**config.mk**
```make
export PLATFORM = sky130hd
export DESIGN_NAME = mprc_ctrl
export DESIGN_NICKNAME = d
export VERILOG_FILES = /design/src/rtl/mprc_pkg.sv /design/src/rtl/mprc_ctrl.sv
export SDC_FILE = /design/constraint.sdc
export NUM_CORES = 1
export LEC_CHECK = 0
export ABC_AREA = 0
export BUFFER_PORTS_ARGS = -buffer_cell sky130_fd_sc_hd__buf_2
export CAP_MARGIN = 20
export CORE_AREA = 2 2 39 41
export CTS_BUF_LIST = sky130_fd_sc_hd__clkbuf_4 sky130_fd_sc_hd__clkbuf_8
export CTS_CLUSTER_DIAMETER = 200
export CTS_CLUSTER_SIZE = 20
export DETAILED_ROUTE_END_ITERATION = 8
export DIE_AREA = 0 0 41 43
export GPL_ROUTABILITY_DRIVEN = 0
export PLACE_DENSITY = 0.73
export SETUP_SLACK_MARGIN = 0.5
export SLEW_MARGIN = 10
export SYNTH_ARGS = -nofsm -noshare
export SYNTH_HDL_FRONTEND = slang
export SYNTH_SLANG_ARGS = --single-unit
```
**constraint.sdc**
```tcl
create_clock -name clock -period 2.15 [get_ports clock]
set_input_delay 0.1075 -clock clock [delete_from_list [all_inputs] [get_ports clock]]
set_output_delay 0.1075 -clock clock [all_outputs]
set_load 0.02 [all_outputs]
```
**src/rtl/mprc_pkg.sv**
```systemverilog
// Shared types and constants for the marked position range counter.
// Depends on nothing; every other file of the block but mprc_ram uses it.
`default_nettype none
package mprc_pkg;

   localparam int MAX_POSITIONS = 1024;
   localparam int FIELD_W       = 11;
   localparam int KIND_W        = 2;
   localparam int NODE_COUNT    = 2 * MAX_POSITIONS;
   localparam int NODE_W        = $clog2(NODE_COUNT);
   localparam int IDX_W         = NODE_W + 1;
   localparam int CNT_W         = $clog2(MAX_POSITIONS) + 1;
   localparam int WIDE_W        = (IDX_W > FIELD_W) ? IDX_W : FIELD_W;

   localparam logic [FIELD_W-1:0] SIZE_RESET = FIELD_W'(1024);

   localparam logic [KIND_W-1:0] KIND_CLEAR = 2'd0;
   localparam logic [KIND_W-1:0] KIND_MARK  = 2'd1;
   localparam logic [KIND_W-1:0] KIND_COUNT = 2'd2;

   typedef struct packed {
      logic accept;
      logic clear_init;
      logic clear_step;
      logic mark_read;
      logic mark_step;
      logic count_step;
      logic rsp_load;
   } mprc_cmd_type;

   typedef struct packed {
      logic clear_last;
      logic pos_ok;
      logic range_ok;
      logic leaf_marked;
      logic at_root;
      logic walk_done;
      logic rsp_free;
   } mprc_stat_type;

endpackage
`default_nettype wire

```
**src/rtl/mprc_ctrl.sv**
```systemverilog
// Controller: one-hot state machine that sequences clear sweeps, mark walks
// and count walks. Depends on mprc_pkg; drives mprc_datapath by commands.
`default_nettype none
module mprc_ctrl (
   input  logic                         clock,
   input  logic                         reset,
   input  logic                         req_valid,
   input  logic [mprc_pkg::KIND_W-1:0]  req_kind,
   output logic                         req_ready,
   input  logic                         csr_write_enable,
   output mprc_pkg::mprc_cmd_type       cmd,
   input  mprc_pkg::mprc_stat_type      stat
);
   import mprc_pkg::*;

   typedef enum logic [7:0] {
      ST_IDLE        = 8'b0000_0001,
      ST_CLEAR       = 8'b0000_0010,
      ST_MARK_CHECK  = 8'b0000_0100,
      ST_MARK_LEAF   = 8'b0000_1000,
      ST_MARK_UP     = 8'b0001_0000,
      ST_COUNT_CHECK = 8'b0010_0000,
      ST_COUNT_WALK  = 8'b0100_0000,
      ST_COUNT_DONE  = 8'b1000_0000
   } mprc_state_type;

   mprc_state_type state_ff, state_in;
   logic           accept;

   assign req_ready = (state_ff == ST_IDLE) && !csr_write_enable;
   assign accept    = req_valid && req_ready;

   always_comb begin
      state_in       = state_ff;
      cmd            = '0;
      cmd.accept     = accept;
      cmd.clear_init = csr_write_enable;
      case (state_ff)
         ST_IDLE: begin
            if (accept) begin
               case (req_kind)
                  KIND_CLEAR: begin
                     cmd.clear_init = 1'b1;
                     state_in       = ST_CLEAR;
                  end
                  KIND_MARK:  state_in = ST_MARK_CHECK;
                  KIND_COUNT: state_in = ST_COUNT_CHECK;
                  default:    state_in = ST_IDLE;
               endcase
            end
         end
         ST_CLEAR: begin
            cmd.clear_step = !csr_write_enable;
            if (stat.clear_last && !csr_write_enable) begin
               state_in = ST_IDLE;
            end
         end
         ST_MARK_CHECK: begin
            if (stat.pos_ok) begin
               cmd.mark_read = 1'b1;
               state_in      = ST_MARK_LEAF;
            end else begin
               state_in = ST_IDLE;
            end
         end
         ST_MARK_LEAF: begin
            if (stat.leaf_marked) begin
               state_in = ST_IDLE;
            end else begin
               cmd.mark_step = 1'b1;
               state_in      = ST_MARK_UP;
            end
         end
         ST_MARK_UP: begin
            cmd.mark_step = 1'b1;
            if (stat.at_root) begin
               state_in = ST_IDLE;
            end
         end
         ST_COUNT_CHECK: begin
            state_in = stat.range_ok ? ST_COUNT_WALK : ST_COUNT_DONE;
         end
         ST_COUNT_WALK: begin
            if (stat.walk_done) begin
               state_in = ST_COUNT_DONE;
            end else begin
               cmd.count_step = 1'b1;
            end
         end
         ST_COUNT_DONE: begin
            if (stat.rsp_free) begin
               cmd.rsp_load = 1'b1;
               state_in     = ST_IDLE;
            end
         end
         default: state_in = ST_IDLE;
      endcase
      // a size write restarts the clear sweep
      if (csr_write_enable) begin
         state_in = ST_CLEAR;
      end
   end

   always_ff @(posedge clock) begin
      if (reset) begin
         state_ff <= ST_CLEAR;
      end else begin
         state_ff <= state_in;
      end
   end

endmodule
`default_nettype wire

```
==> impl_results.md <==
* Status: finished clean
* Min Clock Period, post-route at 1.79 ns
* Layout fillers at 117
* MaxCap Viol Count at 0
* FP Rows at 14
* Vias per Instance at 5.93
* First-pass GRT wire length at 2480 µm
* Post-Synth Simple-Gate Area at 46.7%
* RSZ-0062 raised after global routing: true
* Clk buf depth at 2
* Top FF cell, synth: dfxtp_1
* Largest family of logic cells by synthesized area: simple AND/OR/NAND/NOR gates
* DRC Markers at 0
* Final Cycle Share at 83.2%
* Reg clk slew, reported paths at 0.06 ns
* CP Launch Type: flip-flop
* Final Hold Fails at 0
* Commonest non-fill, non-tap cell in the layout: buf_2
* PD cells at 409 mW/mm²
* Seq/Total Area, Yosys at 26.7%
* Ant. Diodes at 0
* Slew @ Worst Pin at 0.378 ns
* CTS sink cnt at 8
* Wire per inst at 14.7 µm
* IR drop worst, VDD at 0.000284 V
* Multi-input logic area at 478 µm²
* Crit path max fanout at 4
* # IOs at 21
* Register bit total from synthesis at 8
* Final Max Tran Viols at 0
* CTS H-Tree Depth at 1
* Worst Skew at 0.00378 ns
* Worst Setup End Kind: output port
* Syn_nets at 88
* Final Cell Area at 877 µm²
* Post-DP HPWL at 1110 µm
* TritonCTS clock tree: done
* All-Layer GR Usage at 20.7%
* Largest net degree at the start of global routing at 8
* Reg area at 164 µm²
* Hold-fix buffers, CTS at 0
* Number of global-route vias before repair at 589
* Number of synthesized flops with an enable pin at 0
* Initial Utilization at 43.4%
* Largest regs: state_ff (8)
* Slew Limit Headroom at 74.8%
* First-pass detailed-route iteration total at 4
* Antenna-violating nets left at 0
* Maximum clock rate at 559 MHz
* Share of cells above drive strength 1 at 50.0%
* Total number of vias at 700
* Die X at 41 µm
* CTS root buf: clkbuf_4
* WL final at 1740 µm
* Yosys warns at 0
* Leading area contributor after synthesis: dfxtp_1
* Syn avg cell area at 8.01 µm²
* Synthesized cell area at 601 µm²
* Post-synth top area share at 26.7%
* CP Class: reg2out
* GRT overflow at 0
* Max reg flops at 8
* Largest cells by area after synthesis: dfxtp_1 27%, nor2_1 5.6%, nand3_1 4.2%
* Antenna violations before repair at 0
* Height of the die at 43 µm
* Post-Synthesis Cells at 75
* Biggest register: state_ff
* Synth Area in Adders at 0%
* Endpoints failing setup at 0
* Leak at 0.379 nW
* CP Data Required Time at 2.04 ns
* TritonCTS Buffers at 3
* DRT iter0 DRCs at 7
* Core ar. at 0.00138 mm²
* Mux share of post-synthesis cell area at 0%
* Port-buffer cells at 20
* Fin nets at 117
* Setup TNS at 0 ns
* Layout area overhead at 46.0%
* Post-Synth XOR/XNOR Area at 1.46%
* Commonest non-fill, non-tap cells in the layout: 13 x buf_2, 10 x buf_4, 8 x nor2_1
* Clk_lat worst skew at 0.26 ns
* Post-synthesis cell type count at 38
* Ys async rst share at 0%
* Synth Area in Compound Gates at 20.2%
* Type of the most critical hold path: in2reg
* Die area at 0.00176 mm²
* Placed cell area at 721 µm²
* Crit path DAT at 1.68 ns
## cell families (layout without fill, tap and decap cells)
| kind of cell | Yosys count | count (layout) |
|---|---|---|
| DFF | 8 | 8 |
| AOI/OAI and AO/OA | 15 | 15 |
| buffers and inverters | 7 | 34 |
| xor gates and xnor gates | 1 | 1 |
| and+or+nand+nor | 44 | 44 |
## per-layer routing
layer	GRT usage [%]	part of all wire, %	vias to the layer above
li1	-	-	342
met1	23.5	38	321
met2	34.7	53	35
met3	3.66	6.7	2
met4	10.0	1.3	0
met5	0	0	-
## power by group
| group | total [mW] | leakage [nW] | switching [mW] | internal, mW |
|---|---|---|---|---|
| clock network | 0.119 | 0.0138 | 0.0545 | 0.0641 |
| registers | 0.157 | 0.0665 | 0.00523 | 0.152 |
| logic | 0.0835 | 0.299 | 0.0435 | 0.0400 |
## cell type report
| class | instances | area share (%) |
|---|---|---|
| tap | 16 | 2.28 |
| timing repair buffer | 26 | 19.8 |
| clock buffer | 3 | 2.57 |
| multi-input combinational | 60 | 54.5 |
| sequential | 8 | 18.7 |
| inverter | 5 | 2.14 |
## worst max-delay path: stages (launching register included)
cell	delay, ns
dfxtp_2	0.34
nor4_4	0.34
nand3_2	0.12
or3_4	0.37
o21bai_4	0.13
buf_6	0.13
## timing repair
item	4_1_cts	5_1_grt
setup endpoints to repair	6	12
gates cloned	0	0
buffers inserted	3	2
pin swaps	2	3
resized for setup	15	12
## final timing paths
path                 endpoint  cells after the start  slack (ns)   startpoint
setup reg to reg  state_ff[2]                      6        0.43  state_ff[6]
hold reg to reg   state_ff[4]                      2        0.65  state_ff[3]
setup / recovery       cmd[5]                      5        0.36  state_ff[6]
hold / removal    state_ff[3]                      3        0.13      stat[5]
## metrics by stage
stage | worst slack, ns | utilization [%] | cells | power, mW | hold WS [ns]
finish | 0.362 | 63.4 | 118 | 0.359 | 0.132
global route | 0.293 | 63.4 | 118 | 0.376 | 0.156
CTS | 0.387 | 59.4 | 116 | 0.353 | 0.112
detailed placement | 0.416 | 52.1 | 110 | 0.229 | 0.396
global placement | 0.445 | 52.1 | 110 | 0.228 | 0.390
floorplan | 0.521 | - | 75 | 0.203 | 0.268
## cell usage after synthesis, types with 2 or more instances
cell	instances
nor2_1	9
dfxtp_1	8
inv_1	5
nand3_1	5
nand2_1	4
nor2b_1	4
nand4_1	3
nor4_1	3
nand2b_1	2
nand4b_1	2
nor4b_1	2
or3b_1	2
Power figures use the tool's default switching activity.
